--- src/hdl/piecewise_linear_inverse_cdf_sampler_unit_defines.svh ---
`ifndef PIECEWISE_LINEAR_INVERSE_CDF_SAMPLER_UNIT_DEFINES_SVH
`define PIECEWISE_LINEAR_INVERSE_CDF_SAMPLER_UNIT_DEFINES_SVH
// same-cycle implication, sampled on clk, off in reset
`define PLICS_ASSERT_NOW(lbl, ante, cons, msg) \
  lbl: assert property (@(posedge clk) disable iff (!rst_n) (ante) |-> (cons)) else $error(msg);
// next-cycle implication
`define PLICS_ASSERT_NXT(lbl, ante, cons, msg) \
  lbl: assert property (@(posedge clk) disable iff (!rst_n) (ante) |=> (cons)) else $error(msg);
`endif

--- src/hdl/plics_div.sv ---
module plics_div (
  input  logic        clk,
  input  logic        rst_n,
  input  logic        start,
  input  logic [79:0] num,
  input  logic [32:0] den,
  output logic [79:0] quot,
  output logic        done
);
  logic [79:0] q_r;
  logic [33:0] rem_r;
  logic [32:0] den_r;
  logic [6:0]  cnt_r;
  logic        busy_r;
  logic        done_r;
  logic [34:0] rem_s;

  assign rem_s = {rem_r, q_r[79]};

  always_ff @(posedge clk) begin
    if (!rst_n) begin
      busy_r <= 1'b0;
      done_r <= 1'b0;
      cnt_r  <= '0;
    end else begin
      done_r <= 1'b0;
      if (start) begin
        busy_r <= 1'b1;
        cnt_r  <= 7'd80;
      end else if (busy_r) begin
        cnt_r <= cnt_r - 7'd1;
        if (cnt_r == 7'd1) begin
          busy_r <= 1'b0;
          done_r <= 1'b1;
        end
      end
    end
  end

  always_ff @(posedge clk) begin
    if (start) begin
      q_r   <= num;
      rem_r <= '0;
      den_r <= den;
    end else if (busy_r) begin
      if (rem_s >= {2'b00, den_r}) begin
        rem_r <= 34'(rem_s - {2'b00, den_r});
        q_r   <= {q_r[78:0], 1'b1};
      end else begin
        rem_r <= rem_s[33:0];
        q_r   <= {q_r[78:0], 1'b0};
      end
    end
  end

  assign quot = q_r;
  assign done = done_r;
endmodule

--- config.mk ---
export PLATFORM = sky130hd
export DESIGN_NAME = plics_div
export DESIGN_NICKNAME = d
export VERILOG_FILES = /design/src/hdl/piecewise_linear_inverse_cdf_sampler_unit_defines.svh /design/src/hdl/plics_div.sv
export SDC_FILE = /design/constraint.sdc
export NUM_CORES = 1
export LEC_CHECK = 0
export BUFFER_PORTS_ARGS = -buffer_cell sky130_fd_sc_hd__buf_2
export CAP_MARGIN = 25
export CORE_ASPECT_RATIO = 0.6
export CORE_MARGIN = 4
export CORE_UTILIZATION = 55
export CTS_BUF_LIST = sky130_fd_sc_hd__clkbuf_4 sky130_fd_sc_hd__clkbuf_8
export DETAILED_ROUTE_END_ITERATION = 7
export MAX_ROUTING_LAYER = met4
export PLACE_DENSITY = 0.81
export SLEW_MARGIN = 20
export SYNTH_ARGS = -nofsm -noshare
export SYNTH_HDL_FRONTEND = slang
export SYNTH_SLANG_ARGS = --single-unit
--- constraint.sdc ---
create_clock -name clk -period 4.2 [get_ports clk]
set_input_delay 0.63 -clock clk [delete_from_list [all_inputs] [get_ports clk]]
set_output_delay 0.63 -clock clk [all_outputs]
set_load 0.01 [all_outputs]
==> metrics.txt <==
Setup violations, final 0; # rows 34; WHS Path Cells 1; Seq/Total Area, Yosys 51.1%; placed instance area 9500 um2; Max-slew headroom 55.9%; Core Region 14700 um2; Clock Latency Late Sink 450 ps; Lkg Pwr 0.00431 uW; Post-synth EDFFs 113; chip width 167 um; Flop pwr share 45.2%; Crit Path Max Fanout 3; Final #Nets 1066; DP HPWL 14400 um; count leader, synth edfxtp_1; Ys Warns 0; CP arrival 3570 ps; Multi-input gate area 3750 um2; postcts setup bufs 0; Syn Nets 879; maxcap violations 0; global route total overflow 0; first drt pass iteration count 5; outcome finished, final reports clean; Top FF cell, synth edfxtp_1; port buffer count 196; routed len/inst 17.6 um; P&R area growth vs syn 19.2%; CTS H-tree depth 4; Setup crit end kind register; final WL 19800 um; Avg Inst Size Synth 11.5 um2; design area 9930 um2; pwr dens 427 nW/um2; Clock Tree Buf Depth 2; vias 6295; Clock Skews 17.4 ps; vias in the first global route 6084; Tcrit/Tclk final 76.7%; max-slew violations 0; clock tree sinks 156; share of layout cells above drive strength 1 35.3%; IR drop worst, VDD 214 uV; reg-to-reg setup timing slack 980 ps; post-CTS sizing 0; share of the synthesized area in the top cell type 40.7%; first-pass GRT wire length 31800 um; unrepaired setup endpoints after global routing no; Internal Power 2920 uW; Cells after Synth 727; Die Area 17200 um2; Worst Hold Class in -> reg; area leader, netlist edfxtp_1; Initial Util 56.8%; Worst EP required 4550 ps; final-report hold violation count 0; Area contributors post-synth edfxtp_1 (41%), mux2_2 (11%), dfxtp_1 (10%); CTS tree yes; Clk pin slew, worst setup/hold paths 100 ps; Vias per Instance 5.60; CTS Buf Count 17; cells on worst reg2reg path 12; Top Ports 197; CTS Root Buffer Type clkbuf_8; switching share of total power 31.2%; GRT Resource Usage Total 23.8%; async set-reset flop share out of synthesis 0%; initial antenna violation count 0; post-route setup TNS 0 ps; Critical Path Start Type register; sw power 1320 uW; initial DRC count 574; largest net degree at the start of global routing 98; Commonest cells post-synth edfxtp_1 (113), mux2_2 (81), nor2_1 (63); cell area after synthesis 8330 um2; clock power share 29.8%; DRC viols 0; Gate power share 25.0%; global placement routability congestion 0.945; Inserted Diodes 0; f_max 0.310 GHz; slew of the pin with the lowest slew margin 660 ps; clock period minus worst slack 3220 ps; fill cell count 1131; Seq cells post-synth 156; sequential cell area 4260 um2; post-route ant nets 0; Die Y 103 um; Setup CP Type reg -> reg; Post-CTS Hold Buffers 0; post-synthesis cell type count 60
power by group through the flow:
| stage | clock network [uW] | logic (uW) | registers, uW |
|---|---|---|---|
| 2_1_floorplan | 0 | 705 | 1970 |
| 3_3_place_gp | 0 | 1030 | 1940 |
| 3_5_place_dp | 0 | 1050 | 1950 |
| 4_1_cts | 1280 | 1050 | 1920 |
| 5_1_grt | 1350 | 1170 | 1940 |
| 6_report | 1260 | 1060 | 1920 |
through the flow:
stage | instances | util, % | worst slack (ps) | hold slack, ps | power, uW
finish | 1125 | 67.7 | 977 | 341 | 4240
global route | 1125 | 67.7 | 743 | 314 | 4450
CTS | 1125 | 67.7 | 993 | 327 | 4250
detailed placement | 1093 | 64.7 | 1050 | 484 | 2990
global placement | 1093 | 64.7 | 1060 | 475 | 2970
floorplan | 727 | - | 872 | 445 | 2680
placed cells by master (no fill, tap or decap), drive strengths merged, types with 21 or more instances in the layout:
cell    instances
mux2           81
o21ai          21
nor2           63
dfxtp          43
inv            55
buf           203
edfxtp        113
ha             35
a211oi         33
nand2          36
a21oi          35
mux2i          30
final timing paths:
check,startpoint,end
max,quot[79]$_DFFE_PP_,rem_r[30]$_SDFFE_PP0P_
min,den[25],den_r[25]$_DFFE_PP_
max reg2reg,quot[79]$_DFFE_PP_,rem_r[30]$_SDFFE_PP0P_
min reg2reg,rem_r[10]$_SDFFE_PP0P_,rem_r[10]$_SDFFE_PP0P_
per-layer routing:
| layer | part of all wire [%] | up-vias | track usage [%] |
|---|---|---|---|
| met3 | 6.4 | 23 | 4.90 |
| met2 | 45 | 226 | 36.2 |
| met4 | 1.3 | 0 | 5.97 |
| met1 | 48 | 2980 | 33.1 |
| met5 | 0 | - | - |
| li1 | - | 3066 | - |
area by class of cell:
class	count	area share, %
timing repair buffer	203	10.7
clock inverter	14	1.99
clock buffer	18	2.43
tap	198	2.49
inverter	48	1.81
multi-input combinational	488	37.7
sequential	156	42.8
sequential cells by signal, summed over array words and instances (netlist names):
signal and flops:
done 1, den_r 33, rem_r 34, busy_r 1, cnt_r 7, quot 80
cells by family after synthesis:
kind of cell,after synthesis,share of synthesized area (%)
fa+ha+maj,36,5.50
simple gates,157,8.90
mux,111,14.5
compound gates,150,12.4
flops,156,51.1
xor+xnor,34,3.57
buf+inv,83,4.07
critical path: stages (launching register included):
cell,delay [ps]
edfxtp_1,430
inv_1,80
ha_1,160
inv_1,50
fa_1,390
a21o_1,230
a221oi_1,430
o21bai_1,180
a31oi_1,430
o21ai_0,220
xor2_1,170
mux2i_1,90
a211oi_1,270
(Power assumes the default switching activity.)
