`config.mk`:
```
export PLATFORM = sky130hd
export DESIGN_NAME = plics_sqrt
export DESIGN_NICKNAME = d
export VERILOG_FILES = /design/src/hdl/piecewise_linear_inverse_cdf_sampler_unit_defines.svh /design/src/hdl/plics_sqrt.sv
export SDC_FILE = /design/constraint.sdc
export NUM_CORES = 1
export LEC_CHECK = 0
export BUFFER_PORTS_ARGS = -buffer_cell sky130_fd_sc_hd__buf_2
export CAP_MARGIN = 20
export CORE_MARGIN = 2
export CORE_UTILIZATION = 28
export DETAILED_ROUTE_END_ITERATION = 8
export PLACE_DENSITY_LB_ADDON = 0.3
export SYNTH_ARGS = -nofsm -noshare
export SYNTH_HDL_FRONTEND = slang
export SYNTH_SLANG_ARGS = --single-unit
```
`constraint.sdc`:
```
create_clock -name clk -period 3.05 [get_ports clk]
set_input_delay 0.4575 -clock clk [delete_from_list [all_inputs] [get_ports clk]]
set_output_delay 0.4575 -clock clk [all_outputs]
set_load 0.005 [all_outputs]
```
`src/hdl/piecewise_linear_inverse_cdf_sampler_unit_defines.svh`:
```
`ifndef PIECEWISE_LINEAR_INVERSE_CDF_SAMPLER_UNIT_DEFINES_SVH
`define PIECEWISE_LINEAR_INVERSE_CDF_SAMPLER_UNIT_DEFINES_SVH
// same-cycle implication, sampled on clk, off in reset
`define PLICS_ASSERT_NOW(lbl, ante, cons, msg) \
  lbl: assert property (@(posedge clk) disable iff (!rst_n) (ante) |-> (cons)) else $error(msg);
// next-cycle implication
`define PLICS_ASSERT_NXT(lbl, ante, cons, msg) \
  lbl: assert property (@(posedge clk) disable iff (!rst_n) (ante) |=> (cons)) else $error(msg);
`endif

```
`src/hdl/plics_sqrt.sv`:
```
module plics_sqrt (
  input  logic        clk,
  input  logic        rst_n,
  input  logic        start,
  input  logic [63:0] v,
  output logic [31:0] root,
  output logic        done
);
  logic [63:0] v_r;
  logic [35:0] rem_r;
  logic [31:0] root_r;
  logic [5:0]  cnt_r;
  logic        busy_r;
  logic        done_r;
  logic [35:0] rem_s;
  logic [35:0] trial;

  assign rem_s = {rem_r[33:0], v_r[63:62]};
  assign trial = {2'b00, root_r, 2'b01};

  always_ff @(posedge clk) begin
    if (!rst_n) begin
      busy_r <= 1'b0;
      done_r <= 1'b0;
      cnt_r  <= '0;
    end else begin
      done_r <= 1'b0;
      if (start) begin
        busy_r <= 1'b1;
        cnt_r  <= 6'd32;
      end else if (busy_r) begin
        cnt_r <= cnt_r - 6'd1;
        if (cnt_r == 6'd1) begin
          busy_r <= 1'b0;
          done_r <= 1'b1;
        end
      end
    end
  end

  always_ff @(posedge clk) begin
    if (start) begin
      v_r    <= v;
      rem_r  <= '0;
      root_r <= '0;
    end else if (busy_r) begin
      v_r <= v_r << 2;
      if (rem_s >= trial) begin
        rem_r  <= rem_s - trial;
        root_r <= {root_r[30:0], 1'b1};
      end else begin
        rem_r  <= rem_s;
        root_r <= {root_r[30:0], 1'b0};
      end
    end
  end

  assign root = root_r;
  assign done = done_r;
endmodule

```
==> impl_metrics.ini <==
[yosys]
ys_types = 61
ys_seq_area_share_pct = 44.43
synth_ff_type = dfxtp_1
synth_edf_count = 64
avgSynthCellArea_um2 = 10.16
synth_seq_cells = 138
synth_nets = 857
netlist_area_um2 = 7660
synthCells = 754
async_reset_ff_share_pct = 0
yosysWarnings = 0

[worst_setup_path]
arrival_ns = 3.19
startpoint_type = flip-flop
critical_path_class = flip-flop to flip-flop
crit_required_ns = 3.36
worst_setup_path_end_kind = flip-flop
rr_worst_depth = 11
cp_max_fo = 6

[sta]
timing.fmax_mhz = 347.8
worst_clock_skew_ns = 0.01694
slew_headroom_pct = 51.33
setup_viol = 0
drv_slew = 0
min_period_ns = 2.876
worst_pin_slew_ns = 0.7300
min_period_over_period_pct = 94.28
hold_viol_final = 0

[power_and_ir_drop]
clkPwrFrac_pct = 23.0
irDropWorstVdd_uv = 495.5
powerDensity_nw_per_um2 = 1007
internal_power_mw = 5.649
cellLeakagePower_nw = 3.789
seqPwrFrac_pct = 25.2
swShare_pct = 39.54
comb_power_share_pct = 51.8
net-switching-power_mw = 3.694

[grt]
top_usage_layer = met2
grt_pass1_vias = 5697
grt_start_max_net_pins = 133
grtUsageMet1_pct = 16.48
grtUsageMet2_pct = 19.29
grt_overflow_total = 0
antenna_found_initial = 4
grt_pass1_wl_um = 29010
met3_usage_pct = 5.061
track_usage_pct = 12.59

[placed_design]
place_area_um2 = 8620
hpwl_um = 12370
io_buffers = 99
gp_congestion = 0.8099

[clock_network]
numClockSinks = 138
clk_latency_ns = 0.43
root_buffer = clkbuf_16
cts-buffers-inserted = 17
cts_max_level = 4
path_clk_slew_ns = 0.06
cts_tree = done
clock_path_buffers = 2

[layout]
fin_util_pct = 34.51
mostFrequentLayoutCells = nor2_1 (108), buf_2 (98), dfxtp_1 (73)
area_growth_syn_to_layout_pct = 21.09
fillCellCount = 2769
final_common_cell = nor2_1
fin_area_um2 = 9275
antenna_cells = 0
final_nets = 964
drive_gt1_share_pct = 28.15

[die]
die_w_um = 169.4
die-height_um = 169.4
pin_count = 100
core-area_um2 = 26880
dieArea_um2 = 28700
rows = 60
initial_utilization_pct = 28.50

[routing]
drc = 0
routedWlPerCell_um = 14.46
first_pass_iters = 4
drt_wl_total_um = 17570
vias = 5770
ant_nets = 0
drt-initial-drc-count = 293
vias_per_cell = 4.749

[run_status]
outcome = finished clean

[run]
max_cap_violations = 0

[hold_path]
hold_path_class = input pin to flip-flop
hold-path-cell-count = 2
-- worst max-delay path, cell delays in order, from the launching register on --
cell      delay, ns
dfxtp_1        0.33
inv_1          0.05
ha_1           0.37
a211oi_2       0.29
o21ai_1        0.17
a21oi_2        0.19
nand3_2        0.13
a31o_4         0.29
a211oi_4       0.30
o211ai_1       0.13
mux2_1         0.29
a32o_1         0.24
-- layer usage --
layer | vias to the layer above | wire [um]
met5 | - | 38
met4 | 6 | 140
met3 | 19 | 1194
met2 | 115 | 7710
met1 | 2695 | 8490
li1 | 2935 | -
-- sequential cells by signal, indices dropped and copies added, names as in the netlist --
| name | flops |
|---|---|
| v_r | 64 |
| root | 32 |
| cnt_r | 6 |
| busy_r | 1 |
| rem_r | 34 |
| done | 1 |
-- layout make-up --
class / count / area, um^2 / area share, %
Timing Repair Buffer: 127 / 745.7 / 8.040
Inverter: 46 / 172.7 / 1.862
Tap cell: 341 / 426.7 / 4.600
Clock inverter: 15 / 177.7 / 1.916
Clock buffer: 17 / 425.4 / 4.587
Multi-Input combinational cell: 531 / 3920 / 42.26
Sequential cell: 138 / 3407 / 36.73
-- timing repair --
item,in CTS,in global routing
gates resized for setup,0,8
hold buffers,0,0
setup buffers,0,3
endpoints found under the setup margin,0,22
-- per-stage QoR --
step,TNS [ns],hold slack (ns),setup slack (ns),std cells,power (mW)
after floorplan,0,0.4432,0.2959,754,6.082
after global placement,0,0.4714,0.1457,1180,6.999
after detailed placement,0,0.4759,0.09902,1180,7.009
after CTS,0,0.2483,0.06561,1212,9.223
after global routing,-0.02246,0.2653,-0.01327,1215,10.05
final,0,0.2609,0.1745,1215,9.342
-- cells by family after synthesis --
family / synth area share, %
AOI/OAI and AO/OA: 15.01
muxes: 15.04
buffers and inverters: 4.802
DFF: 44.43
adders and majority gates: 5.880
xor gates and xnor gates: 3.430
and+or+nand+nor: 11.40
-- synth_stat cells (all sizes together) (3+ instances only) --
cell / count / area share, %
a21boi: 3 / 0.29
a21o: 14 / 1.4
o31ai: 4 / 0.46
ha: 36 / 5.9
buf: 17 / 1.5
inv: 46 / 2.3
clkbuf: 22 / 1.1
and3: 5 / 0.41
a31oi: 5 / 0.41
dfxtp: 74 / 19
nor2b: 4 / 0.33
o21ai: 22 / 1.5
nand4: 7 / 0.57
edfxtp: 64 / 25
nor3: 10 / 0.72
a211oi: 35 / 3.8
mux2i: 42 / 5.5
xnor2: 14 / 1.6
nand2b: 6 / 0.49
and2: 4 / 0.33
mux2: 65 / 9.6
xor2: 16 / 1.8
o21a: 8 / 0.78
a21oi: 46 / 3.1
o21bai: 8 / 0.78
nor2: 109 / 5.4
nand2: 30 / 1.5
nand3: 9 / 0.65
nor4: 3 / 0.44
o211ai: 4 / 0.39
-- worst paths after layout --
kind,endpoint,slack [ns],start
worst min-delay path,cnt_r[5]$_SDFFE_PN0P_,0.26,rst_n
worst max-delay path,rem_r[33]$_SDFFE_PP0P_,0.17,root[6]$_SDFFE_PP0P_
worst min register to register,rem_r[32]$_SDFFE_PP0P_,0.48,rem_r[32]$_SDFFE_PP0P_
worst max register to register,rem_r[33]$_SDFFE_PP0P_,0.17,root[6]$_SDFFE_PP0P_
-- power groups by stage --
stage / logic, mW / registers (mW) / clock network, mW
after floorplan: 3.73 / 2.35 / 0
after global placement: 4.61 / 2.39 / 0
final: 4.84 / 2.36 / 2.15
after detailed placement: 4.61 / 2.40 / 0
after global routing: 5.37 / 2.39 / 2.29
after CTS: 4.65 / 2.36 / 2.22
Note: power is estimated with default switching activity, not from simulation.
