<file path="config.mk">
export PLATFORM = sky130hd
export DESIGN_NAME = plics_ram
export DESIGN_NICKNAME = d
export VERILOG_FILES = /design/src/hdl/piecewise_linear_inverse_cdf_sampler_unit_defines.svh /design/src/hdl/plics_ram.sv
export SDC_FILE = /design/constraint.sdc
export NUM_CORES = 1
export LEC_CHECK = 0
export BUFFER_PORTS_ARGS = -buffer_cell sky130_fd_sc_hd__clkbuf_2
export CAP_MARGIN = 20
export CORE_MARGIN = 1.5
export CORE_UTILIZATION = 50
export CTS_BUF_LIST = sky130_fd_sc_hd__clkbuf_8
export DETAILED_ROUTE_END_ITERATION = 7
export GPL_TIMING_DRIVEN = 0
export PLACE_DENSITY_LB_ADDON = 0.08
export SYNTH_ARGS = -nofsm -noshare
export SYNTH_HDL_FRONTEND = slang
export SYNTH_SLANG_ARGS = --single-unit
</file>
<file path="constraint.sdc">
create_clock -name clk -period 1.6 [get_ports clk]
set_input_delay 0.08 -clock clk [delete_from_list [all_inputs] [get_ports clk]]
set_output_delay 0.08 -clock clk [all_outputs]
set_load 0.02 [all_outputs]
</file>
<file path="src/hdl/piecewise_linear_inverse_cdf_sampler_unit_defines.svh">
`ifndef PIECEWISE_LINEAR_INVERSE_CDF_SAMPLER_UNIT_DEFINES_SVH
`define PIECEWISE_LINEAR_INVERSE_CDF_SAMPLER_UNIT_DEFINES_SVH
// same-cycle implication, sampled on clk, off in reset
`define PLICS_ASSERT_NOW(lbl, ante, cons, msg) \
  lbl: assert property (@(posedge clk) disable iff (!rst_n) (ante) |-> (cons)) else $error(msg);
// next-cycle implication
`define PLICS_ASSERT_NXT(lbl, ante, cons, msg) \
  lbl: assert property (@(posedge clk) disable iff (!rst_n) (ante) |=> (cons)) else $error(msg);
`endif

</file>
<file path="src/hdl/plics_ram.sv">
module plics_ram #(
  parameter int WIDTH = 8,
  parameter int DEPTH = 16
) (
  input  logic                     clk,
  input  logic                     we,
  input  logic [$clog2(DEPTH)-1:0] waddr,
  input  logic [WIDTH-1:0]         wdata,
  input  logic [$clog2(DEPTH)-1:0] raddr,
  output logic [WIDTH-1:0]         rdata
);
  logic [WIDTH-1:0] mem [DEPTH];

  always_ff @(posedge clk) begin
    if (we) begin
      mem[waddr] <= wdata;
    end
    rdata <= mem[raddr];
  end
endmodule

</file>
==> results.md, run 1 <==
- Status: complete, no violations
- CTS tree: yes
- M3 GR Usage: 0.05075
- Synth Area per Inst: around 22 um2
- Initial core utilization: 0.5218
- Unique masters post-synth: 19
- Post-synth EDFFs: 128
- Post-Synthesis Cells: around 230
- Worst relative slew slack: 0.4433
- GR Util met2: 0.3008
- IO buf count: 24
- Met1 usage in global routing: 0.2873
- Max-slew violations: 0
- Worst skew pair latency: about 0.43 ns
- Max Clk Rate: 0.6810 GHz
- Ys Warns: 0
- Maximum clock path buffer count: 2
- Final Wtd Congestion: between 0.8 and 0.9
- Final #Nets: between 200 and 300
- Sink Count: roughly 140
- Hold/Removal Path Class: in2reg
- Setup CP Type: reg2reg
- Endpoints failing setup: 0
- RSZ-0062 raised after global routing: no
- Crit path cell chain: mux4_1 > a22oi_1 > nand2_1
- Routed WL per cell: roughly 24 um
- Sequential area share after synthesis: 0.7778
- Die width: ~100 um
- H-tree depth reported by CTS: 4
- Ys async rst share: 0
- Largest stage delay on the critical path: between 0.5 and 0.6 ns
- Register area: between 4000 and 5000 um2
- Internal power: 5.520 mW
- Cell Pwr Density: 1220 nW/um2
- Core area: slightly below 10,000 um2
- Post-CTS Setup Bufs: 0
- Post-route design area: ~5800 um2
- CP Data Required Time: 1.92 ns
- First-iteration detailed-routing DRC count: slightly above 200
- Switching power: around 1.6 mW
- DP HPWL: between 6 and 7 mm
- CTS Hold Bufs: 0
- Chip Height: about 100 um
- GRT Util Overall: 0.2005
- Clock root cell: clkbuf_8
- CP arrival: 1.79 ns
- Flop pwr share: 0.561
- Cell Rows: 36
- Vias in the first global route: 2,428
- Leakage power: roughly 2.0 nW
- Clk pwr share: 0.382
- First-pass GRT wire length: around 15 mm
- Area growth syn-to-layout: 13.51%
- Main synth FF type: edfxtp_1
- Clock Skews: about 0.01 ns
- Largest net degree at the start of global routing: 17
- Maxcap violations: 0
- Total power: roughly 7.1 mW
- Gr ovfl total: 0
- Number of antenna diodes: 0
- Top Ports: 26
- Combinational Power Share: 0.057
- Net Sw Frac: 0.2255
- Post-Synthesis Cell Area: slightly above 5000 um2
- Final worst path period need: approximately 1.5 ns
- Worst Path Max Fanout: 1
- Vias per cell: ~5.6
- Full die area: roughly 11,000 um2
- DR pass1 iterations: 4
- Filler Cell Count: about 740
- Clock transition at path regs: around 0.080 ns
- Global routing's busiest layer: met2
- Syn_nets: 247
- CP delay by family, top: multiplexers
- Flops & latches, synth: between 100 and 150
- Layout cells sized above 1: 0.3045
- Routed vias: around 2.4k
- Final period util: 0.9177
- Post-route DRC: 0
- Worst vdd ir: approximately 0.69 mV
- WP buf/inv: 0
- Antenna viol nets, final: 0
- Area of the multi-input gates: 1057 um2
- Drt total wl: around 10 mm
- Setup crit start kind: flip-flop
- Actual slew at the worst max-slew pin: between 0.8 and 0.9 ns
- Initial antenna violation count: 0
- Post_cts resized: 0
- Worst path slowest cell: mux4_1
- Placed cell area: 5459 um2
- Setup crit end kind: flip-flop
- Final Hold Viols: 0
- CTS buffer count: 17
stage by stage:
stage	setup TNS [ns]	utilization	hold slack, ns	cells	worst slack [ns]
6_report	0	0.5923	0.09112	422	0.1316
3_3_place_gp	-12.66	0.5509	0.4948	386	-0.5081
2_1_floorplan	0	-	0.1789	229	0.02713
4_1_cts	0	0.5923	0.07399	422	0.1545
3_5_place_dp	-4.245	0.5534	0.4968	390	-0.3178
5_1_grt	0	0.5923	0.09585	422	0.09110
path summary, 6_finish.rpt:
| kind | depth (start not counted) | slack, ns | startpoint | endpoint |
|---|---|---|---|---|
| max | 3 | 0.13 | mem[1][2] | rdata[2] |
| min | 1 | 0.09 | wdata[6] | mem[12][6] |
| max reg2reg | 3 | 0.13 | mem[1][2] | rdata[2] |
| min reg2reg | 3 | 0.68 | mem[15][2] | rdata[2] |
synth_stat cells (2+ instances only):
| cell | n | area [um2] |
|---|---|---|
| nor2_1 | 13 | 48.80 |
| mux4_1 | 14 | 367.9 |
| mux4_2 | 18 | 405.4 |
| clkdlybuf4s25_2 | 3 | 30.03 |
| buf_2 | 3 | 15.01 |
| nand2_1 | 9 | 33.78 |
| buf_6 | 3 | 33.78 |
| edfxtp_1 | 128 | 3844 |
| nand2b_1 | 2 | 12.51 |
| dfxtp_1 | 8 | 160.2 |
| nor3_1 | 4 | 20.02 |
| a22oi_1 | 16 | 120.1 |
| nand3b_1 | 2 | 15.01 |
cell type report:
| type | instances | share of cell area |
|---|---|---|
| multi-input cells | 83 | 0.1809 |
| plain buffers | 10 | 0.01478 |
| clock inverters | 15 | 0.02570 |
| flip-flops and latches | 136 | 0.6852 |
| clock buffers | 17 | 0.04004 |
| well taps | 133 | 0.02848 |
| repair buffers | 28 | 0.02484 |
metal layers:
| metal | share of wire | routed length [um] | up-vias |
|---|---|---|---|
| met4 | 0.015 | 146 | 0 |
| met1 | 0.45 | 4487 | 1209 |
| li1 | - | - | 1069 |
| met2 | 0.47 | 4714 | 81 |
| met5 | 0 | 0 | - |
| met3 | 0.061 | 607 | 13 |
cell families after synthesis:
logic type | after synthesis | share of synthesized area
muxes | 32 | 0.1502
buffers and inverters | 10 | 0.01677
and+or+nand+nor | 35 | 0.03184
AOI/OAI and AO/OA | 16 | 0.02334
DFF | 136 | 0.7778
sequential cells by signal (all words and copies together) (netlist names):
signal / count
mem: 128
rdata: 8
power groups by stage:
stage,Combinational [mW],Sequential [mW],Clock [mW]
final,0.406,4.00,2.72
after global routing,0.437,4.01,2.94
after CTS,0.412,4.00,2.76
after detailed placement,0.412,4.08,0
after global placement,0.403,4.08,0
after floorplan,0.202,4.10,0
cell usage in the layout (no fill, tap or decap):
master / Yosys / layout
a22oi_1: 16 / 16
and2_1: 1 / 1
and2b_1: 1 / 1
buf_2: 3 / 5
buf_4: 1 / 3
buf_6: 3 / 3
bufinv_16: 0 / 2
clkbuf_2: 0 / 24
clkbuf_8: 0 / 17
clkdlybuf4s25_2: 3 / 3
clkinv_1: 0 / 1
clkinv_2: 0 / 4
clkinv_4: 0 / 2
clkinvlp_4: 0 / 3
dfxtp_1: 8 / 8
edfxtp_1: 128 / 128
inv_6: 0 / 3
mux4_1: 14 / 14
mux4_2: 18 / 18
nand2_1: 9 / 9
nand2b_1: 2 / 2
nand3_1: 1 / 1
nand3b_1: 2 / 2
nor2_1: 13 / 13
nor2b_1: 1 / 1
nor3_1: 4 / 4
or3b_2: 1 / 1
Power figures use the tool's default switching activity.
==> inputs of run 2 (changes only) <==
--- a/config.mk
+++ b/config.mk
@@ -13,6 +13,7 @@
 export DETAILED_ROUTE_END_ITERATION = 7
 export GPL_TIMING_DRIVEN = 0
 export PLACE_DENSITY_LB_ADDON = 0.08
+export SETUP_SLACK_MARGIN = 0.5
 export SYNTH_ARGS = -nofsm -noshare
 export SYNTH_HDL_FRONTEND = slang
 export SYNTH_SLANG_ARGS = --single-unit
==> results.md, run 2 (synthesized netlist as in run 1, its figures left out) <==
- Status: complete, no violations (unchanged)
- Worst skew pair latency: 0.42 ns (was 0.43 ns)
- Initial antenna violation count: 0 (unchanged)
- Final core occ: 0.6091 (was 0.5923)
- Chip Height: 104.5 um (unchanged)
- Top flop regs: mem: 128 flops, rdata: 8 flops (unchanged)
- Core area: 9864 um2 (unchanged)
- Maximum clock path buffer count: 2 (unchanged)
- DR pass1 iterations: 4 (unchanged)
- Total Neg Setup Slack: 0 ns (unchanged)
- Most common cell after layout, fill and taps aside: edfxtp_1 (unchanged)
- Worst path slowest cell: mux4_2 (was mux4_1)
- Hold_ws: 0.1214 ns (was 0.09112 ns)
- CTS tree: yes (unchanged)
- Routed WL per cell: 22.88 um (was 23.59 um)
- Layout cells sized above 1: 0.4316 (was 0.3045)
- Post-route DRC: 0 (unchanged)
- First-pass GRT wire length: 14.59 mm (was 15.04 mm)
- Max reg flops: 128 (unchanged)
- Die width: 104.5 um (unchanged)
- Hold/Removal Path Class: in2reg (unchanged)
- Setup crit start kind: flip-flop (unchanged)
- DP HPWL: 5.965 mm (was 6.406 mm)
- Post-Layout Cell Count: 418 (was 422)
- Filler Cell Count: 734 (was 738)
- Max-slew violations: 0 (unchanged)
- RSZ-0062 raised after global routing: yes (was no)
- Antenna viol nets, final: 0 (unchanged)
- CTS buffer count: 17 (unchanged)
- Gr ovfl total: 0 (unchanged)
- Placed Cells: 386 (was 390)
- GRT Util Overall: 0.1944 (was 0.2005)
- Largest net degree at the start of global routing: 17 (unchanged)
- Final worst path period need: 1.284 ns (was 1.468 ns)
- Sink Count: 136 (unchanged)
- Actual slew at the worst max-slew pin: 0.8356 ns (was 0.8320 ns)
- Initial core utilization: 0.5218 (unchanged)
- FF-to-FF path depth: 3 (unchanged)
- Worst vdd ir: 0.6246 mV (was 0.6920 mV)
- Setup crit end kind: flip-flop (unchanged)
- IO buf count: 24 (unchanged)
- Number of antenna diodes: 0 (unchanged)
- First-iteration detailed-routing DRC count: 118 (was 203)
- Largest Register: mem (unchanged)
- Worst relative slew slack: 0.4409 (was 0.4433)
- Commonest non-fill, non-tap cells in the layout: edfxtp_1 (128), mux4_2 (32), clkbuf_2 (24) (was edfxtp_1 (128), clkbuf_2 (24), mux4_2 (18))
- Setup CP Type: reg2reg (unchanged)
- Final Hold Viols: 0 (unchanged)
- Routed vias: 2,328 (was 2,372)
- CP arrival: 1.59 ns (was 1.79 ns)
- Area growth syn-to-layout: 16.72% (was 13.51%)
- Placed cell area: 5466 um2 (was 5459 um2)
- H-tree depth reported by CTS: 4 (unchanged)
- Clock transition at path regs: 0.07 ns (was 0.08 ns)
- Worst Path Max Fanout: 1 (unchanged)
- Hold depth: 1 (unchanged)
- Vias per cell: 5.569 (was 5.621)
- Maxcap violations: 0 (unchanged)
- Max Clk Rate: 0.7789 GHz (was 0.6810 GHz)
- Final #Nets: 290 (was 294)
- Largest stage delay on the critical path: 0.52 ns (was 0.56 ns)
- Crit path cell chain: mux4_2 > a22oi_2 > nand2_1 (was mux4_1 > a22oi_1 > nand2_1)
- Final Wtd Congestion: 0.6784 (was 0.8458)
- Drt total wl: 9.563 mm (was 9.956 mm)
- Top Ports: 26 (unchanged)
- Cell Rows: 36 (unchanged)
- Cell Pwr Density: 1267 nW/um2 (was 1220 nW/um2)
- CP Data Required Time: 1.91 ns (was 1.92 ns)
- Post-route design area: 6008 um2 (was 5843 um2)
- Clock Skews: 0.005122 ns (was 0.01031 ns)
- Vias in the first global route: 2,386 (was 2,428)
- Final period util: 0.8024 (was 0.9177)
- Clock root cell: clkbuf_8 (unchanged)
- Endpoints failing setup: 0 (unchanged)
- Leakage power: 1.938 nW (was 1.954 nW)
- Full die area: 10,910 um2 (unchanged)
## run 2: changes by cell type in the layout (fill, tap and decap cells not counted), sizes merged
cell and delta:
buf -4, bufinv +3, clkbuf +2, clkinv -2, inv -3
## run 2: power breakdown
group          total [mW]  internal (mW)  switching (mW)
sequential           4.00           3.98          0.0186
clock                3.17           1.93            1.24
combinational       0.449          0.182           0.267
## run 2: metal layers
metal,up-vias,wire [um],global-route usage
li1,1047,-,-
met1,1183,4030,0.2836
met2,92,4650,0.2829
met3,6,804,0.05388
met4,0,77,0.07143
met5,-,0,0
## run 2: worst paths after layout
kind / slack (ns) / from / to
setup / recovery: 0.32 / mem[7][6] / rdata[6]
hold reg to reg: 0.69 / mem[10][2] / rdata[2]
setup reg to reg: 0.32 / mem[7][6] / rdata[6]
hold / removal: 0.12 / wdata[6] / mem[14][6]
## run 2: repair_timing
action                     CTS  global route
pin swaps                    5             2
cloned                       0             0
hold buffers                 0             0
resized for setup           11             9
buffers inserted             0             0
setup endpoints to repair   32            80
## run 2: per-stage QoR
stage               power [mW]  worst slack [ns]
floorplan                4.332            0.3869
global placement         4.501           0.02358
detailed placement       4.512           0.02994
CTS                      7.673            0.3049
global route             7.853            0.2592
finish                   7.615            0.3161
## run 2: area by class of cell
class	instances	area [um2]	area share
clock inverter	13	200.2	0.03332
sequential	136	4004	0.6664
tap	133	166.4	0.02770
multi-input combinational	83	1136	0.1891
buffer	10	120.1	0.01999
timing repair buffer	24	120.1	0.01999
clock buffer	19	261.5	0.04352
## run 2: worst max-delay path, delay by kind of cell, from the launching register on
kind            cells  cell delay, ns
mux                 1            0.52
flops               1            0.37
compound gates      1            0.19
simple gates        1            0.09
