## src/hdl/piecewise_linear_inverse_cdf_sampler_unit_defines.svh

```systemverilog
`ifndef PIECEWISE_LINEAR_INVERSE_CDF_SAMPLER_UNIT_DEFINES_SVH
`define PIECEWISE_LINEAR_INVERSE_CDF_SAMPLER_UNIT_DEFINES_SVH
// same-cycle implication, sampled on clk, off in reset
`define PLICS_ASSERT_NOW(lbl, ante, cons, msg) \
  lbl: assert property (@(posedge clk) disable iff (!rst_n) (ante) |-> (cons)) else $error(msg);
// next-cycle implication
`define PLICS_ASSERT_NXT(lbl, ante, cons, msg) \
  lbl: assert property (@(posedge clk) disable iff (!rst_n) (ante) |=> (cons)) else $error(msg);
`endif

```

## src/hdl/plics_mul.sv

```systemverilog
module plics_mul (
  input  logic        clk,
  input  logic        rst_n,
  input  logic        start,
  input  logic [63:0] a,
  input  logic [31:0] b,
  output logic [95:0] prod,
  output logic        done
);
  logic [95:0] a_r;
  logic [31:0] b_r;
  logic [95:0] acc_r;
  logic [5:0]  cnt_r;
  logic        busy_r;
  logic        done_r;

  always_ff @(posedge clk) begin
    if (!rst_n) begin
      busy_r <= 1'b0;
      done_r <= 1'b0;
      cnt_r  <= '0;
    end else begin
      done_r <= 1'b0;
      if (start) begin
        busy_r <= 1'b1;
        cnt_r  <= 6'd32;
      end else if (busy_r) begin
        cnt_r <= cnt_r - 6'd1;
        if (cnt_r == 6'd1) begin
          busy_r <= 1'b0;
          done_r <= 1'b1;
        end
      end
    end
  end

  always_ff @(posedge clk) begin
    if (start) begin
      a_r   <= {32'd0, a};
      b_r   <= b;
      acc_r <= '0;
    end else if (busy_r) begin
      if (b_r[0]) begin
        acc_r <= acc_r + a_r;
      end
      a_r <= a_r << 1;
      b_r <= b_r >> 1;
    end
  end

  assign prod = acc_r;
  assign done = done_r;
endmodule

```

## config.mk

```make
export PLATFORM = sky130hd
export DESIGN_NAME = plics_mul
export DESIGN_NICKNAME = d
export VERILOG_FILES = /design/src/hdl/piecewise_linear_inverse_cdf_sampler_unit_defines.svh /design/src/hdl/plics_mul.sv
export SDC_FILE = /design/constraint.sdc
export NUM_CORES = 1
export LEC_CHECK = 0
export BUFFER_PORTS_ARGS = -buffer_cell sky130_fd_sc_hd__buf_2
export CORE_MARGIN = 3
export CORE_UTILIZATION = 60
export DETAILED_ROUTE_END_ITERATION = 10
export GPL_ROUTABILITY_DRIVEN = 0
export GPL_TIMING_DRIVEN = 1
export PLACE_DENSITY_LB_ADDON = 0.08
export SLEW_MARGIN = 20
export SYNTH_ARGS = -nofsm -noshare
export SYNTH_HDL_FRONTEND = slang
export SYNTH_SLANG_ARGS = --single-unit
```

## constraint.sdc

```tcl
create_clock -name clk -period 10.1 [get_ports clk]
set_input_delay 1.01 -clock clk [delete_from_list [all_inputs] [get_ports clk]]
set_output_delay 1.01 -clock clk [all_outputs]
set_load 0.01 [all_outputs]
```

==> results.json, run 1 <==
{
  "status": "complete, no violations",
  "tns_ps": 0,
  "die-area_sq_um": 25800,
  "routed_wirelength_mm": 36.2,
  "power.leakage_nw": 7.26,
  "numCtsBuffers": 26,
  "slew_violations": 0,
  "ir_drop_v": 0.000148,
  "postSynthCellCount": 1561,
  "fin_nets": 1905,
  "cp_slowest_stage_delay_ps": 540,
  "power_per_cell_area_nw_per_um2": 156,
  "use_met3": 0.0400,
  "rr_endpoint": "prod[88]$_SDFFE_PP0P_",
  "grtUsageTotal": 0.276,
  "grt_max_degree": 77,
  "wl_per_cell_um": 17.7,
  "cp-end-kind": "flop",
  "overflow": 0,
  "synth_edf_count": 96,
  "synth.avg_cell_area_sq_um": 9.17,
  "syn_nets": 1758,
  "rows": 55,
  "yosys_warnings": 0,
  "final_antenna_net_count": 0,
  "place_ws_ps": 6020,
  "synth_cell_types": 74,
  "htreeDepth": 1,
  "critPathRequiredTime_ps": 10570,
  "clkSinkCount": 232,
  "num_vias": 12155,
  "crit_arrival_ps": 4560,
  "clock_latency_ps": 540,
  "clock_skew_ps": 16.1,
  "setup_viol": 0,
  "core_sq_um": 23100,
  "dr.pass1.iters": 5,
  "rr_startpoint": "prod[0]$_SDFFE_PP0P_",
  "min_path_type": "reg2reg",
  "cp_num_buf_inv": 0,
  "dp_hpwl_mm": 25.6,
  "p_total_mw": 2.53,
  "whs_ps": 468,
  "rsz0062_at_grt": "no",
  "ys_seq_elements": 232,
  "clk_pin_slew_ps": 60,
  "period_share": 0.405,
  "die_w_um": 160,
  "mostFrequentLayoutCells": "nand2_1 (220), buf_2 (194), a21oi_1 (181), dfxtp_1 (135), ha_1 (97)",
  "areaGrowthSynthToFinish_pct": 13.6,
  "ios": 196,
  "cpMaxStageDelayCell": "o31ai_2",
  "layout_min_cycle_time_ps": 4090,
  "cap_violations": 0,
  "drt_first_iter_violations": 722,
  "crit_fanout": 4,
  "fin_util": 0.706,
  "grt_busiest_layer": "met2",
  "n_antenna_cell": 0,
  "io_buffers": 195,
  "worstSetupPathDepth": 14,
  "reg2reg_depth": 14,
  "clockBufferDepth": 3,
  "crit_start": "prod[0]$_SDFFE_PP0P_",
  "regToRegSetupSlack_ps": 6010,
  "die_h_um": 160,
  "setup_ws_ps": 6010,
  "cts_tree": "yes",
  "worstSetupPathType": "reg2reg",
  "cts_hold_buf": 0,
  "hold_viol": 0,
  "critical-path-top-delay-family": "compound AO/OA/AOI/OAI gates",
  "drc": 0,
  "via_per_inst": 5.96,
  "synth_ff_type": "dfxtp_1",
  "post_cts_resized": 0,
  "synth_seq_area_share": 0.392,
  "crit_chain": "ha_1, fa_1, a21oi_1, o21ai_0, o211ai_1, a21o_1, o31a_1, o31ai_2, a21oi_2, o41ai_4, o2bb2ai_2, a21boi_1, or4_1, nand3_1",
  "start_util": 0.621,
  "grt_pass1_wl_mm": 60.1,
  "fillers": 1914,
  "slew_headroom": 0.417,
  "use_met2": 0.473,
  "async_flop_share": 0,
  "drive_gt1_frac": 0.210,
  "start_kind": "flop",
  "syn-cell-area_sq_um": 14300,
  "final_common_cell": "nand2_1",
  "use_met1": 0.370,
  "endpoint": "prod[88]$_SDFFE_PP0P_",
  "grt_pass1_vias": 12043,
  "antenna_found_initial": 0,
  "worstMarginPinSlew_ps": 874,
  "clockRootBuffer": "clkbuf_16",
  "post_cts_buffers": 0,
  "fmax_ghz": 0.245
}
## power by group
part	leakage (nW)	internal, mW	switching [mW]
Clock	0.396	0.529	0.389
Sequential	2.07	1.05	0.0423
Combinational	4.79	0.215	0.306
## flip-flops by register name, indices dropped and copies added, names as in the netlist
signal,flops
done,1
prod,96
b_r,32
a_r,96
cnt_r,6
busy_r,1
## cells by family (layout without fill, tap and decap cells)
group	Yosys count	after routing	synth area share
AOI/OAI and AO/OA	459	459	0.202
and+or+nand+nor	438	438	0.137
DFF	232	232	0.392
muxes	128	128	0.0978
buffers and inverters	115	281	0.0304
adders and majority gates	98	98	0.0862
xor gates and xnor gates	91	91	0.0557
## cell type report
class	instances	area, sq um	area share
clock buffers	36	728	0.0448
clock inverters	11	96.3	0.00592
inverters	30	113	0.00692
multi-input cells	1214	8290	0.509
flip-flops and latches	232	5610	0.345
well taps	313	392	0.0241
repair buffers	204	1050	0.0645
## routing by layer
| layer | wire [um] | vias up | part of all wire |
|---|---|---|---|
| met4 | 779 | 0 | 0.022 |
| met5 | 0 | - | 0 |
| met1 | 16100 | 5712 | 0.44 |
| met2 | 17200 | 396 | 0.48 |
| met3 | 2150 | 66 | 0.059 |
| li1 | - | 5981 | - |
## worst min-delay path by stage
stage	end	cells after the start	start	slack, ps
floorplan	cnt_r[1]$_SDFFE_PP0P_	2	cnt_r[1]$_SDFFE_PP0P_	470
global placement	prod[29]$_SDFFE_PP0P_	2	prod[29]$_SDFFE_PP0P_	450
detailed placement	prod[79]$_SDFFE_PP0P_	2	prod[79]$_SDFFE_PP0P_	460
CTS	prod[86]$_SDFFE_PP0P_	2	prod[86]$_SDFFE_PP0P_	470
global route	prod[52]$_SDFFE_PP0P_	2	prod[52]$_SDFFE_PP0P_	500
finish	prod[79]$_SDFFE_PP0P_	2	prod[79]$_SDFFE_PP0P_	470
## cell usage after synthesis, drive strengths merged, types with 5 or more instances
master | instances | share of area
mux2i | 33 | 0.023
dfxtp | 136 | 0.19
a211oi | 8 | 0.0042
nand3 | 14 | 0.0049
o21ai | 92 | 0.033
nand2b | 9 | 0.0039
nand2 | 222 | 0.058
nor3 | 19 | 0.0066
clkbuf | 75 | 0.020
nand4 | 36 | 0.016
ha | 97 | 0.085
nor2 | 91 | 0.024
edfxtp | 96 | 0.20
buf | 10 | 0.0029
nor2b | 12 | 0.0052
a31oi | 10 | 0.0044
and3 | 8 | 0.0038
a21oi | 183 | 0.064
xor2 | 38 | 0.023
xnor2 | 53 | 0.032
a21o | 74 | 0.039
o21a | 10 | 0.0052
a21boi | 5 | 0.0029
and2 | 6 | 0.0026
o21bai | 23 | 0.012
mux2 | 95 | 0.075
a221oi | 7 | 0.0043
nor4 | 7 | 0.0041
o31ai | 9 | 0.0051
inv | 30 | 0.0079
## stage by stage
| step | cells | instance area (sq um) |
|---|---|---|
| 2_1_floorplan | 1561 | 14300 |
| 3_3_place_gp | 1993 | 15400 |
| 3_5_place_dp | 1993 | 15400 |
| 4_1_cts | 2040 | 16300 |
| 5_1_grt | 2040 | 16300 |
| 6_report | 2040 | 16300 |
## tightest hold or removal path, delay by kind of cell, from the launching register on
kind / cells / cell delay (ps)
AND/OR/NAND/NOR: 1 / 50
AO/OA/AOI/OAI: 1 / 50
flip-flops: 1 / 330
(Power assumes the default switching activity.)
==> inputs of run 2 (changes only) <==
--- a/config.mk
+++ b/config.mk
@@ -7,7 +7,7 @@
 export LEC_CHECK = 0
 export BUFFER_PORTS_ARGS = -buffer_cell sky130_fd_sc_hd__buf_2
 export CORE_MARGIN = 3
-export CORE_UTILIZATION = 60
+export CORE_UTILIZATION = 53
 export DETAILED_ROUTE_END_ITERATION = 10
 export GPL_ROUTABILITY_DRIVEN = 0
 export GPL_TIMING_DRIVEN = 1
==> constraint.sdc (replaced) <==
create_clock -name clk -period 3.4 [get_ports clk]
set_input_delay 0.34 -clock clk [delete_from_list [all_inputs] [get_ports clk]]
set_output_delay 0.34 -clock clk [all_outputs]
set_load 0.01 [all_outputs]
==> run 2 against run 1 <==
Net effect:
- the run now ends with negative setup slack left
- fmax up 18%
- power rose to 3.2 times the previous value
- critical endpoint is now prod[79]$_SDFFE_PP0P_
- register-to-register slack worse by 6100 ps
- largest power group unchanged
- count of clock-buffer cells in the layout up 1
- first-iteration DRC count up 25%
- cell area up 10%
- utilization down 2.2 points
- global-route usage down 1.8 points
- clock power rose to 3.1 times the previous value
- sequential power rose to 3.0 times the previous value
- cell count up 8.6%
==> results.json, run 2 (same netlist as run 1, synthesis figures left out) <==
{
  "status": "complete, but fails checks",
  "violations": "negative setup slack",
  "start_kind": "flop",
  "cts_tree": "yes",
  "via_per_inst": 5.76,
  "final_antenna_net_count": 0,
  "clock_latency_ps": 540,
  "clkSinkCount": 232,
  "setup_viol": 2,
  "crit_arrival_ps": 3850,
  "rows": 59,
  "dp_hpwl_mm": 28.5,
  "ios": 196,
  "drt_first_iter_violations": 902,
  "n_antenna_cell": 0,
  "core_sq_um": 26300,
  "dr.pass1.iters": 5,
  "grtUsageTotal": 0.259,
  "multi_input_area_sq_um": 8730,
  "setup_ws_ps": -66.9,
  "slew_violations": 0,
  "die-area_sq_um": 29000,
  "min_path_type": "in2reg",
  "wl_per_cell_um": 17.8,
  "cp-end-kind": "flop",
  "num_vias": 12775,
  "use_met3": 0.0374,
  "numCtsBuffers": 26,
  "layout_min_cycle_time_ps": 3470,
  "critPathRequiredTime_ps": 3790,
  "fin_util": 0.684,
  "use_met2": 0.432,
  "drc": 0,
  "mostFrequentLayoutCells": "nand2_1 (219), buf_2 (194), a21oi_1 (168), buf_4 (159), dfxtp_1 (134)",
  "cts_hold_buf": 0,
  "areaGrowthSynthToFinish_pct": 25.5,
  "grt_pass1_wl_mm": 62.3,
  "clockRootBuffer": "clkbuf_16",
  "routed_wirelength_mm": 39.4,
  "clockBufferDepth": 3,
  "hold_viol": 0,
  "power.leakage_nw": 8.12,
  "p_total_mw": 8.05,
  "fmax_ghz": 0.288,
  "worstSetupPathType": "reg2reg",
  "power_per_cell_area_nw_per_um2": 448,
  "seqCellArea_sq_um": 5610,
  "clk_pin_slew_ps": 60,
  "die_w_um": 170,
  "crit_fanout": 4,
  "antenna_found_initial": 0,
  "grt_busiest_layer": "met2",
  "die_h_um": 170,
  "clock_skew_ps": 11.2,
  "period_share": 1.02,
  "overflow": 0,
  "ir_drop_v": 0.000376,
  "fillers": 2133,
  "start_util": 0.545,
  "final_common_cell": "nand2_1",
  "fin_nets": 2059,
  "slew_headroom": 0.329,
  "use_met1": 0.351,
  "rsz0062_at_grt": "yes",
  "htreeDepth": 1,
  "cap_violations": 0,
  "worstMarginPinSlew_ps": 1010,
  "drive_gt1_frac": 0.305,
  "grt_pass1_vias": 12368,
  "grt_max_degree": 118,
  "io_buffers": 195
}
## run 2: cell count changes in the layout (fill, tap and decap cells not counted), moves of 3 or more
cell,change
ha_2,+3
buf_4,+150
ha_1,-14
o21ai_2,+5
a21oi_4,+4
o31ai_1,-3
a21oi_1,-13
a21oi_2,+9
o21ai_0,-15
ha_4,+11
a221oi_1,-5
a221oi_2,+5
o21ai_1,+10
a211oi_1,-3
## run 2: worst max-delay path, cell delays in order (launching register included)
cell and delay, ps:
edfxtp_1 440, ha_4 320, and3_4 200, nand2_4 50
or4_4 540, nor4_4 180, nand4_1 180, a21oi_2 220
o211ai_2 150, o21ai_4 210, buf_6 140, a21boi_4 70
o41ai_4 390, xnor2_1 160, o21ai_1 70
## run 2: per-stage QoR
stage	hold WS, ps	setup TNS [ps]	worst slack [ps]	instance area (sq um)	cells
6_report	46.8	-131	-66.9	18000	2216
5_1_grt	59.3	-1120	-201	18000	2216
4_1_cts	19.4	-122	-61.2	17500	2197
3_5_place_dp	461	-1820	-268	16500	2144
3_3_place_gp	458	-569	-175	16500	2144
2_1_floorplan	457	0	103	14300	1561
## run 2: per-layer routing
metal	part of all wire	vias up
li1	-	6276
met5	0	-
met4	0.029	0
met1	0.44	6058
met2	0.47	367
met3	0.057	74
## run 2: path summary, 6_finish.rpt
path                                       startpoint               endpoint  slack [ps]  depth (start not counted)
worst max-delay path                a_r[31]$_DFFE_PP_  prod[79]$_SDFFE_PP0P_         -70                         14
worst min-delay path                            rst_n  cnt_r[5]$_SDFFE_PN0P_          50                          2
worst max register to register      a_r[31]$_DFFE_PP_  prod[79]$_SDFFE_PP0P_         -70                         14
worst min register to register  prod[46]$_SDFFE_PP0P_  prod[46]$_SDFFE_PP0P_         470                          2
## run 2: area by class of cell
class / instances / share of cell area
multi-input combinational: 1214 / 0.486
sequential: 232 / 0.312
timing repair buffer: 358 / 0.125
clock buffer: 37 / 0.0408
tap: 335 / 0.0233
clock inverter: 10 / 0.00710
inverter: 30 / 0.00627
## run 2: power by group
group,internal [mW],leakage (nW),total [mW],switching [mW]
clock,1.72,0.414,2.86,1.14
combinational,0.906,5.63,1.93,1.03
sequential,3.13,2.07,3.26,0.130
## run 2: what timing repair did
item                                    in CTS  in global routing
pin swaps                                   19                 51
endpoints found under the setup margin      23                 37
buffers inserted                             7                 20
hold endpoints to repair                     0                  0
cloned                                       0                  0
resized for setup                           17                 74
==> inputs of run 3 (changes only) <==
--- a/config.mk
+++ b/config.mk
@@ -6,8 +6,10 @@
 export NUM_CORES = 1
 export LEC_CHECK = 0
 export BUFFER_PORTS_ARGS = -buffer_cell sky130_fd_sc_hd__buf_2
+export CORE_ASPECT_RATIO = 0.9
 export CORE_MARGIN = 3
 export CORE_UTILIZATION = 53
+export CTS_BUF_LIST = sky130_fd_sc_hd__clkbuf_16
 export DETAILED_ROUTE_END_ITERATION = 10
 export GPL_ROUTABILITY_DRIVEN = 0
 export GPL_TIMING_DRIVEN = 1
==> run 3 against run 2 <==
Net effect:
- the flow still finishes with violations (negative setup slack)
- power shrank 1.4%
- critical endpoint is now prod[88]$_SDFFE_PP0P_
- routed wire length fell by 2.2%
- sequential share of layout area grew 0.29 points
- non-clock buffer count fell by 24
- count of clock-buffer cells in the layout is 9 lower
- cell area down 0.91%
- flip-flop and latch count unchanged
- global-route usage is 0.46 points lower
- hold slack worse by 0.55 ps
- cell count down 0.45%
- critical path depth stayed put
==> results.json, run 3 (same netlist as run 1, synthesis figures left out) <==
{
  "status": "complete, but fails checks",
  "violations": "negative setup slack",
  "fillers": 2229,
  "placed_cell_area_sq_um": 16400,
  "multi_input_area_sq_um": 8750,
  "rr_endpoint": "prod[88]$_SDFFE_PP0P_",
  "rr_startpoint": "a_r[0]$_SDFFCE_PN0P_",
  "swShare": 0.290,
  "wl_per_cell_um": 17.5,
  "p_int_mw": 5.64,
  "cts_hold_buf": 0,
  "worstMarginPinSlew_ps": 1140,
  "htreeDepth": 1,
  "min_path_type": "in2reg",
  "worstSetupPathType": "reg2reg",
  "areaGrowthSynthToFinish_pct": 24.4,
  "clockRootBuffer": "clkbuf_16",
  "slew_headroom": 0.243,
  "grtUsageTotal": 0.254,
  "fmax_ghz": 0.284,
  "routed_wirelength_mm": 38.5,
  "clkSinkCount": 232,
  "core_sq_um": 26300,
  "ir_drop_v": 0.000371,
  "use_met1": 0.356,
  "layout_min_cycle_time_ps": 3530,
  "start_util": 0.543,
  "seqCellArea_sq_um": 5610,
  "final_common_cell": "nand2_1",
  "drt_first_iter_violations": 822,
  "hold_viol": 0,
  "via_per_inst": 5.76,
  "clock_latency_ps": 530,
  "switching_power_mw": 2.31,
  "grt_busiest_layer": "met2",
  "worstSetupPathDepth": 14,
  "die_w_um": 179,
  "use_met2": 0.412,
  "fin_util": 0.676,
  "endpoint": "prod[88]$_SDFFE_PP0P_",
  "die-area_sq_um": 29000,
  "crit_fanout": 3,
  "cap_violations": 0,
  "critical-path-top-delay-family": "compound AO/OA/AOI/OAI gates",
  "drive_gt1_frac": 0.295,
  "use_met3": 0.0353,
  "dr.pass1.iters": 5,
  "numCtsBuffers": 26,
  "crit_chain": "ha_4, fa_2, a21oi_2, o21ai_2, o211ai_1, a21o_1, o31a_1, o31ai_4, a21oi_4, o41ai_4, o2bb2ai_2, a21boi_2, or4_1, nand3_1",
  "io_buffers": 195,
  "setup_viol": 4,
  "rows": 56,
  "overflow": 0,
  "grt_pass1_wl_mm": 61.0,
  "finalNonFillerCells": 2206,
  "crit_arrival_ps": 4000,
  "rsz0062_at_grt": "yes",
  "dp_hpwl_mm": 27.9,
  "setup_ws_ps": -125,
  "placedCellCount": 2143,
  "reg2reg_depth": 14,
  "clock_skew_ps": 8.87,
  "critPathRequiredTime_ps": 3870,
  "clockBufferDepth": 3,
  "drc": 0,
  "fin_area_sq_um": 17800,
  "period_share": 1.04,
  "grt_pass1_vias": 12288,
  "p_seq_frac": 0.411,
  "slew_violations": 0,
  "regToRegSetupSlack_ps": -130,
  "power.leakage_nw": 8.01,
  "comb_power_share": 0.239,
  "cp-end-kind": "flop",
  "cts_tree": "yes",
  "cp_num_buf_inv": 0,
  "ios": 196,
  "mostFrequentLayoutCells": "nand2_1 (218), buf_2 (194), a21oi_1 (164), buf_4 (135), dfxtp_1 (134)",
  "fin_nets": 2035,
  "clkPwrFrac": 0.351,
  "power_per_cell_area_nw_per_um2": 446,
  "final_antenna_net_count": 0,
  "clk_pin_slew_ps": 60,
  "place_ws_ps": -223,
  "num_vias": 12705,
  "cp_slowest_stage_delay_ps": 410,
  "die_h_um": 162,
  "start_kind": "flop",
  "n_antenna_cell": 0,
  "grt_max_degree": 138,
  "cpMaxStageDelayCell": "or4_1",
  "antenna_found_initial": 0,
  "crit_start": "a_r[0]$_SDFFCE_PN0P_"
}
[run 3: changes by cell type in the layout (fill, tap and decap cells not counted), sizes merged]
cell	change
clkinv	+6
bufinv	-1
clkbuf	-9
inv	+5
buf	-24
[run 3: worst min-delay path by stage]
stage                           from               endpoint  slack [ps]  cells past startpoint
5_1_grt                        rst_n  cnt_r[5]$_SDFFE_PN0P_          70                      2
4_1_cts                        rst_n  cnt_r[5]$_SDFFE_PN0P_          30                      2
6_report                       rst_n  cnt_r[5]$_SDFFE_PN0P_          50                      2
3_5_place_dp   prod[79]$_SDFFE_PP0P_  prod[79]$_SDFFE_PP0P_         460                      2
3_3_place_gp    prod[9]$_SDFFE_PP0P_   prod[9]$_SDFFE_PP0P_         450                      2
2_1_floorplan                  rst_n  cnt_r[5]$_SDFFE_PN0P_         460                      1
[run 3: what timing repair did]
item	in CTS	in global routing
setup buffers	4	11
pin swaps	9	36
gates resized for setup	16	68
setup endpoints to repair	23	39
[run 3: worst reg2reg max path, delay by kind of cell (launching register included)]
| family | cells | cell delay (ps) |
|---|---|---|
| and+or+nand+nor | 2 | 490 |
| adders and majority gates | 2 | 400 |
| DFF | 1 | 400 |
| AOI/OAI and AO/OA | 10 | 2180 |
[run 3: cell type report]
type                            count  area share
Clock inverter                     20     0.00801
Tap cell                          348      0.0245
Multi-Input combinational cell   1214       0.491
Clock buffer                       28      0.0394
Sequential cell                   232       0.315
Inverter                           30     0.00632
Timing Repair Buffer              334       0.116
[run 3: routing by layer]
| metal | routed length, um | up-vias |
|---|---|---|
| met5 | 0 | - |
| met3 | 2220 | 68 |
| met2 | 17400 | 406 |
| met4 | 1060 | 0 |
| li1 | - | 6229 |
| met1 | 17900 | 6002 |
[run 3: stage by stage]
stage	TNS [ps]	hold WS, ps	power, mW
after floorplan	0	457	4.41
after global placement	-341	454	5.05
after detailed placement	-1670	464	5.08
after CTS	-0.828	26.7	7.90
after global routing	-1730	69.6	8.31
final	-291	46.3	7.94
[run 3: power by group through the flow]
stage	registers, mW	logic, mW	clock network [mW]
4_1_cts	3.25	1.80	2.84
2_1_floorplan	3.30	1.11	0
6_report	3.26	1.90	2.79
5_1_grt	3.28	2.08	2.94
3_5_place_dp	3.31	1.77	0
3_3_place_gp	3.30	1.75	0
